### config.mk
export PLATFORM = sky130hd
export DESIGN_NAME = bvce_regs
export DESIGN_NICKNAME = d
export VERILOG_FILES = /design/src/hw/rtl/bvce_pkg.sv /design/src/hw/rtl/bvce_regs.sv
export SDC_FILE = /design/constraint.sdc
export NUM_CORES = 1
export LEC_CHECK = 0
export ABC_AREA = 1
export ABC_CLOCK_PERIOD_IN_PS = 2300
export BUFFER_PORTS_ARGS = -buffer_cell sky130_fd_sc_hd__buf_2
export CORE_MARGIN = 2
export CORE_UTILIZATION = 48
export DETAILED_ROUTE_END_ITERATION = 10
export HOLD_SLACK_MARGIN = 0.08
export PLACE_DENSITY = 0.78
export SLEW_MARGIN = 20
export SYNTH_ARGS = -nofsm -noshare
export SYNTH_HDL_FRONTEND = slang
export SYNTH_SLANG_ARGS = --single-unit
### constraint.sdc
create_clock -name clk -period 2.3 [get_ports clk]
set_input_delay 0.69 -clock clk [delete_from_list [all_inputs] [get_ports clk]]
set_output_delay 0.69 -clock clk [all_outputs]
set_load 0.02 [all_outputs]
### src/hw/rtl/bvce_pkg.sv
// ----------------------------------------------------------------------------
// bvce_pkg
// Shared types, register map and constants of the banked video memory access
// unit with colour expansion.
// ----------------------------------------------------------------------------
`default_nettype none

package bvce_pkg;

	// Default video memory size in bytes (a power of two).
	localparam int BVCE_MEM_SIZE = 1048576;

	// Width of bank placement arithmetic; covers 255 << 14 and the largest memory.
	localparam int PLACE_W = 24;

	// Configuration port address width (six 32-bit registers).
	localparam int CFG_AW = 5;

	// Register indexes.
	localparam logic [2:0] REG_BANK_A     = 3'd0;
	localparam logic [2:0] REG_BANK_B     = 3'd1;
	localparam logic [2:0] REG_BANK_CTRL  = 3'd2;
	localparam logic [2:0] REG_WRITE_MODE = 3'd3;
	localparam logic [2:0] REG_FORE       = 3'd4;
	localparam logic [2:0] REG_BACK       = 3'd5;

	// Bank control bits.
	localparam int CTRL_DUAL   = 0;
	localparam int CTRL_GRAN16 = 1;
	localparam int CTRL_SCALE8 = 2;
	localparam int CTRL_SCALE16 = 3;
	localparam int CTRL_EXT    = 4;

	// Write modes that expand bits into pixels.
	localparam logic [2:0] WM_EXPAND_FG  = 3'd4;
	localparam logic [2:0] WM_EXPAND_ALL = 3'd5;

	// Function codes (bit 1 selects the linear aperture, bit 0 a write).
	localparam logic [1:0] FUNC_WIN_READ  = 2'd0;
	localparam logic [1:0] FUNC_WIN_WRITE = 2'd1;
	localparam logic [1:0] FUNC_LIN_READ  = 2'd2;
	localparam logic [1:0] FUNC_LIN_WRITE = 2'd3;

	// Window geometry and the value returned by a missed read.
	localparam logic [PLACE_W-1:0] BANK_SPAN = PLACE_W'(32'h8000);
	localparam logic [7:0] MISS_DATA = 8'hff;

	// One input word.
	typedef struct packed {
		logic [1:0]  func;
		logic [31:0] offset;
		logic [7:0]  write_data;
	} cmd_t;

	// One result word.
	typedef struct packed {
		logic [7:0] read_data;
		logic       hit;
	} rsp_t;

	// Configuration register file contents.
	typedef struct packed {
		logic [7:0]  bank_offset_a;
		logic [7:0]  bank_offset_b;
		logic [4:0]  bank_control;
		logic [2:0]  write_mode;
		logic [15:0] fore_colour;
		logic [15:0] back_colour;
	} cfg_t;

endpackage

`default_nettype wire

### src/hw/rtl/bvce_regs.sv
// ----------------------------------------------------------------------------
// bvce_regs
// Configuration registers behind an APB-style port. Writes complete in the
// access phase; reads return the addressed register.
// ----------------------------------------------------------------------------
`default_nettype none

module bvce_regs import bvce_pkg::*; (
	input  wire logic              clk,
	input  wire logic              arst_n,
	input  wire logic              psel,
	input  wire logic              penable,
	input  wire logic              pwrite,
	input  wire logic [CFG_AW-1:0] paddr,
	input  wire logic [31:0]       pwdata,
	output logic [31:0]            prdata,
	output cfg_t                   cfg
);

	cfg_t       cfg_q;
	logic       wr_en;
	logic [2:0] idx;

	assign wr_en = psel && penable && pwrite;
	assign idx   = paddr[CFG_AW-1:2];

	// Register writes.
	always_ff @(posedge clk or negedge arst_n) begin
		if (!arst_n) begin
			cfg_q <= '0;
		end else if (wr_en) begin
			case (idx)
				REG_BANK_A:     cfg_q.bank_offset_a <= pwdata[7:0];
				REG_BANK_B:     cfg_q.bank_offset_b <= pwdata[7:0];
				REG_BANK_CTRL:  cfg_q.bank_control  <= pwdata[4:0];
				REG_WRITE_MODE: cfg_q.write_mode    <= pwdata[2:0];
				REG_FORE:       cfg_q.fore_colour   <= pwdata[15:0];
				REG_BACK:       cfg_q.back_colour   <= pwdata[15:0];
				default: ;
			endcase
		end
	end

	// Read mux, zero extended.
	always_comb begin
		case (idx)
			REG_BANK_A:     prdata = {24'd0, cfg_q.bank_offset_a};
			REG_BANK_B:     prdata = {24'd0, cfg_q.bank_offset_b};
			REG_BANK_CTRL:  prdata = {27'd0, cfg_q.bank_control};
			REG_WRITE_MODE: prdata = {29'd0, cfg_q.write_mode};
			REG_FORE:       prdata = {16'd0, cfg_q.fore_colour};
			REG_BACK:       prdata = {16'd0, cfg_q.back_colour};
			default:        prdata = 32'd0;
		endcase
	end

	assign cfg = cfg_q;

endmodule

`default_nettype wire

Word-level counts from Yosys, hierarchy flattened

Cells that the tools add are included.

Flip-flop bits (word level): 56
Latch bits: 0
RAM bits: 0
Bits in read-only memories: 0
Input bits: 42
Output and inout bits: 88
Logic and storage cells: 21
Memories: 0

$add $sub $neg: 0
$mul: 0
Div/mod/pow operators: 0
$lt $le $gt $ge: 0
Equal/unequal tests: 5
Shift-type cells: 0
Mux-type cells: 1
Bitwise logic cells: 0
Reduce and logical (&&, ||, !) cells: 9

Operators by type and width:

| operator           | count |
|---|---|
| $pmux 16 s6        | 1 |
| $reduce_and 2->1   | 6 |
| $eq 3x2->1 const B | 2 |
| $eq 3x3->1 const B | 2 |
| $eq 3x1->1 const B | 1 |
| $logic_not 3->1    | 1 |
| $logic_and 1x1->1  | 2 |

Longest topological paths before layout

Gate-level depths: netlist (run 1).

Depth in word-level cells: 3
Depth in mapped cells: 8
Mapped depth without buffers: 7

Least setup slack after synthesis (run 1)

No wires, ideal clock.

Kind: input port to output port
Start point: input port paddr[3]
End point: output port prdata[10]
Arrival: 1.634 ns
Slack: -0.024 ns
Cell stages on the path: 6
Path buffers: 3
Cell sequence: buf_6 -> inv_6 -> buf_12 -> nand3_4 -> buf_6 -> o22ai_1

Cells in the longest elaborated chain, start to end: 2
Elaborated cells between the ends (all ways): 7
Those cells by class: eq/ne: 5; mux: 1; reduce/logical: 1

Ends and longest elaborated chain:

| element                            | RTL line        | text |
|---|---|---|
| from (decl)                        | bvce_regs.sv:14 | `input wire logic [CFG_AW-1:0] paddr,` |
| $eq 3x3->1 (tied with other cells) | bvce_regs.sv:46 | `case (idx)` |
| $pmux 16 s6 (*)                    | bvce_regs.sv:46 |  |
| to (decl)                          | bvce_regs.sv:16 | `output logic [31:0] prdata,` |

Every way passes the cells marked *; elsewhere a longest branch is shown, timed or not.

Worst setup path after layout (run 1)

Start point: input port paddr[4]
End point: output port prdata[2]

The elaborated chain is that of the path after synthesis.

==> results of run 1 <==
## cell usage after synthesis (all sizes together)
master / number
nand2: 109
dfrtp: 56
o21ai: 54
inv: 36
buf: 31
nand3: 22
nor2: 20
nand4: 17
o22ai: 8
clkbuf: 3
conb: 1
## cell families after synthesis
logic type | share of synthesized area
AOI/OAI and AO/OA | 0.113
other | 0.00126
DFF | 0.471
buffers and inverters | 0.144
and+or+nand+nor | 0.272
## routing by layer
layer,GRT usage,vias to the layer above
met5,0,-
met4,0.0787,0
met3,0.0359,16
met1,0.317,1322
met2,0.379,113
li1,-,1364
## path summary, 6_finish.rpt
check	from	to	slack [ns]
max in group asynchronous	arst_n	cfg[46]	1.39
max reg2reg	cfg[48]	cfg[48]	1.59
min reg2reg	cfg[47]	cfg[47]	0.50
min in group clk	cfg[47]	cfg[47]	0.50
max	paddr[4]	prdata[2]	0.05
min	arst_n	cfg[24]	0.29
## worst max-delay path: stages
cell      delay [ns]
buf_4           0.16
clkinv_4        0.11
buf_4           0.15
nand2_2         0.09
nor2_1          0.05
nor2_1          0.09
nand2_1         0.06
buf_2           0.16
## metrics by stage
stage               utilization  power (uW)  std cells  setup TNS, ns
global route              0.620        3060        547              0
finish                    0.620        2890        547              0
detailed placement        0.587        2310        531         -0.812
CTS                       0.612        2880        545              0
global placement          0.587        2280        531         -0.674
floorplan                     -        1940        372         -0.189
## area by class of cell
type / count / area, sq um
inverter: 36 / 153
clock inverter: 2 / 13.8
timing repair buffer: 124 / 723
timing repair inverter: 1 / 5.00
tap: 75 / 93.8
sequential: 56 / 1400
clock buffer: 6 / 82.6
fill: 561 / 2270
multi-input combinational: 247 / 1220
## what timing repair did
item,in CTS,in global routing
gates resized for setup,1,17
gates cloned,1,1
setup buffers,5,1
pin swaps,1,2
endpoints found under the setup margin,15,9
hold buffers,0,0
## power by group through the flow
stage | sequential, uW | combinational, uW | clock, uW
6_report | 1320 | 985 | 583
5_1_grt | 1340 | 1080 | 627
4_1_cts | 1320 | 981 | 587
3_5_place_dp | 1330 | 970 | 0
3_3_place_gp | 1330 | 943 | 0
2_1_floorplan | 1570 | 372 | 0
==> impl_metrics.ini, run 1 <==
[status]
status = finished, final reports clean

[layout]
diodes = 0
final_common_cell = nand2_1
final_cell_mix = nand2_1, buf_2, dfrtp_1
layout-drive-gt1-share = 0.328
nets = 513
largest_register_ffs = 56
area_growth_pct = 24.0
stdcell_area_sq_um = 3690

[routing]
wl_met1_microns = 3230
drc = 0
finalWirelength_microns = 7620
route.met3.wl_microns = 499
route.vias.total = 2815
drtIter0Drc = 188
drtAntennaViolNets = 0
dr_wl_met2_microns = 3710
top_layer = met4
firstDrtPassIters = 4
vias_per_cell = 5.15
avgRoutedWirePerCell_microns = 13.9

[clock_tree]
cts_num_sinks = 56
clock_latency_ns = 0.32
cts_root_buf = clkbuf_8
h-tree-depth = 2
cts_tree = built
cts_buffers = 5
clkTransAtPathRegs_ns = 0.10
cts_max_path_buffers = 2

[logic_synthesis]
synth_cell_types = 27
syn-cell-area_sq_um = 2980
synth_area_leaders = dfrtp_1, nand2_1, o21ai_0
synth_largest_area_cell = dfrtp_1
synth_seq_area_share = 0.471
synth-seq-cells = 56
ys_warn_count = 0
syn_area_per_cell_sq_um = 8.34
synthesis.instances = 357
synth_top_area_share = 0.471

[floorplan]
die_w_microns = 82.8
floorplan.initialDensity = 0.500
rows = 28
ios = 130
core_area_sq_um = 5960
die_area_sq_um = 6850
die_y_microns = 82.8

[worst_hold_path]
holdCritPathClass = input pin to asynchronous set/reset pin

[pwr]
p_per_area_nw_per_um2 = 782
p_sw_uw = 1130
power_frac_comb = 0.341
leakage_uw = 0.00207
clkPwrFrac = 0.202
p_int_uw = 1760
ir_drop_uv = 351
seq_power_share = 0.457
switching_share = 0.392

[global_route]
overflow = 0
grt_max_degree = 30
antenna_found_initial = 0
grt_use_total = 0.232
grt_pass1_vias = 2580
grt_first_pass_wirelength_microns = 12100

[sta]
hold_viol = 0
drv_slew = 0
fin_worst_skew_ns = 0
whs_ns = 0.291
min_period_ns = 2.25
finalSetupViolations = 0
finalWorstSetupSlack_ns = 0.0493
fmax_mhz = 444
period_share = 0.979
rsz0062_at_grt = false

[setup_path]
startpoint_type = input pin
cp.required_ns = 1.61
worst-path-max-fanout = 7
cp.arrival_ns = 1.56
cp-end-kind = output pin
rr_worst_depth = 2
path_class = input pin to output pin

[job]
drv_cap = 0

[placed_design]
postPlaceCellArea_sq_um = 3490
routabilityCongestion = 0.812
place.detailed.hpwl_microns = 5590
dp_slack_ns = -0.0973
portBuffers = 95
No activity file was read; power rests on OpenSTA's default activity.
==> run 2: changes to the inputs <==
Settings changed: CORE_UTILIZATION 48 to 40, PLACE_DENSITY 0.78 to 0.66, RECOVER_POWER from default to 25.
==> run 2 against run 1 <==
  * Non-clock buffer count fell by 7
  * Global-route usage down 3.4 points
  * Count of clock-buffer cells in the layout increased by 1
  * Sequential power hardly changed
  * Largest cell class unchanged
  * Largest power group unchanged
  * Final cell count grew 2.9%
==> impl_metrics.ini, run 2 (same netlist as run 1, synthesis figures left out) <==
[layout]
layout-drive-gt1-share = 0.325
final_cell_mix = nand2_1, buf_2, dfrtp_1
largest_register_ffs = 56
nets = 505
area_growth_pct = 25.3
final_common_cell = nand2_1
diodes = 0
stdcell_area_sq_um = 3730
final_core_util = 0.517
num-fill-cells = 718

[routing]
route.vias.total = 2744
drc = 0
firstDrtPassIters = 4
drtIter0Drc = 152
avgRoutedWirePerCell_microns = 13.8
finalWirelength_microns = 7750
drtAntennaViolNets = 0
vias_per_cell = 4.87

[pwr]
ir_drop_uv = 399
p_per_area_nw_per_um2 = 805
power_frac_comb = 0.324
switching_share = 0.372
seq_power_share = 0.443
p_int_uw = 1890
leakage_uw = 0.00206
p_sw_uw = 1120
clkPwrFrac = 0.233

[sta]
rsz0062_at_grt = false
fmax_mhz = 441
drv_slew = 0
tightest_slew_ns = 1.39
slew_headroom = 0.0709
fin_worst_skew_ns = 0
hold_viol = 0
min_period_ns = 2.27
finalSetupViolations = 0
finalWorstSetupSlack_ns = 0.0343
setup_tns_ns = 0
period_share = 0.985

[worst_hold_path]
hold_end = cfg[46]
hold_start = cfg[46]
holdCritPathClass = flip-flop to flip-flop
min_delay_path_depth = 2

[setup_path]
critPathSlowestCell = nor2_8
path_class = input pin to output pin
path_buf_inv = 3
cp.arrival_ns = 1.58
r2r_end = cfg[54]
worst-path-max-fanout = 6
startpoint_type = input pin
cpPeakStageDelay_ns = 0.20
rr_worst_depth = 2
critPathTopFamily = buffers and inverters
r2r_slack_ns = 1.61
rr_startpoint = cfg[54]
cp.required_ns = 1.61
cp_cell_sequence = clkbuf_4, nor2_8, buf_12, nand3_1, nand4_1, buf_2
cp-end-kind = output pin
path_depth = 6

[global_route]
antenna_found_initial = 0
grt_first_pass_wirelength_microns = 13200
grt_pass1_vias = 2740
grt_max_degree = 57
overflow = 0
grt_use_total = 0.199

[floorplan]
ios = 130
core_area_sq_um = 7210
floorplan.initialDensity = 0.413
rows = 31
die_w_microns = 90.3
die_area_sq_um = 8150
die_y_microns = 90.3

[placed_design]
place.detailed.hpwl_microns = 5680
routabilityCongestion = 0.946
postPlaceCellArea_sq_um = 3540
dp_slack_ns = -0.0246
portBuffers = 95

[clock_tree]
holdBufCountCts = 0
cts_tree = built
clkTransAtPathRegs_ns = 0.09
clock_latency_ns = 0.30
cts_buffers = 5
cts_max_path_buffers = 2
cts_root_buf = clkbuf_8
cts_num_sinks = 56
h-tree-depth = 2

[job]
drv_cap = 0

[status]
status = finished, final reports clean
run 2: cell types whose count changed in the layout (fill, tap and decap cells not counted), moves of 3 or more:
| cell | previous run | this run |
|---|---|---|
| nor2_1 | 13 | 10 |
| buf_12 | 0 | 3 |
| nor2_2 | 2 | 5 |
| buf_4 | 36 | 23 |
run 2: stage by stage:
stage / power, uW / hold WS (ns) / instances
finish: 3000 / 0.508 / 563
floorplan: 1940 / 0.394 / 372
CTS: 3010 / 0.380 / 559
global route: 3180 / 0.551 / 563
global placement: 2290 / 0.481 / 550
detailed placement: 2310 / 0.484 / 550
run 2: routing by layer:
layer  part of all wire  global-route usage
met1               0.44               0.257
met2               0.46               0.322
met3              0.081              0.0584
met4              0.012              0.0628
met5                  0                   0
run 2: worst max path at each step:
stage	start	to	slack (ns)
finish	paddr[3]	prdata[7]	0.03
global route	paddr[3]	prdata[1]	0.002
CTS	paddr[3]	prdata[4]	0.009
detailed placement	paddr[2]	prdata[7]	-0.02
global placement	paddr[2]	prdata[7]	-0.02
floorplan	paddr[3]	prdata[10]	-0.02
run 2: cell type report:
cell class,instances,area [sq um],area share
multi-input combinational,247,1230,0.329
tap,99,124,0.0332
inverter,36,155,0.0416
sequential,56,1400,0.376
timing repair buffer,117,697,0.187
clock buffer,7,96.3,0.0258
clock inverter,1,30.0,0.00805
run 2: timing repair:
action,4_1_cts,5_1_grt
setup buffers,0,4
endpoints found under the setup margin,6,11
pin swaps,1,1
resized for setup,1,19
gates cloned,1,0
run 2: power by group through the flow:
stage	Sequential (uW)	Clock (uW)	Combinational, uW
after detailed placement	1340	0	969
final	1330	699	975
after floorplan	1570	0	372
after global routing	1360	756	1070
after global placement	1340	0	948
after CTS	1330	713	971
run 2: worst reg2reg max path, stage by stage (launching register included):
cell and delay, ns:
dfrtp_1 0.42, o21ai_0 0.09, nand2_1 0.07
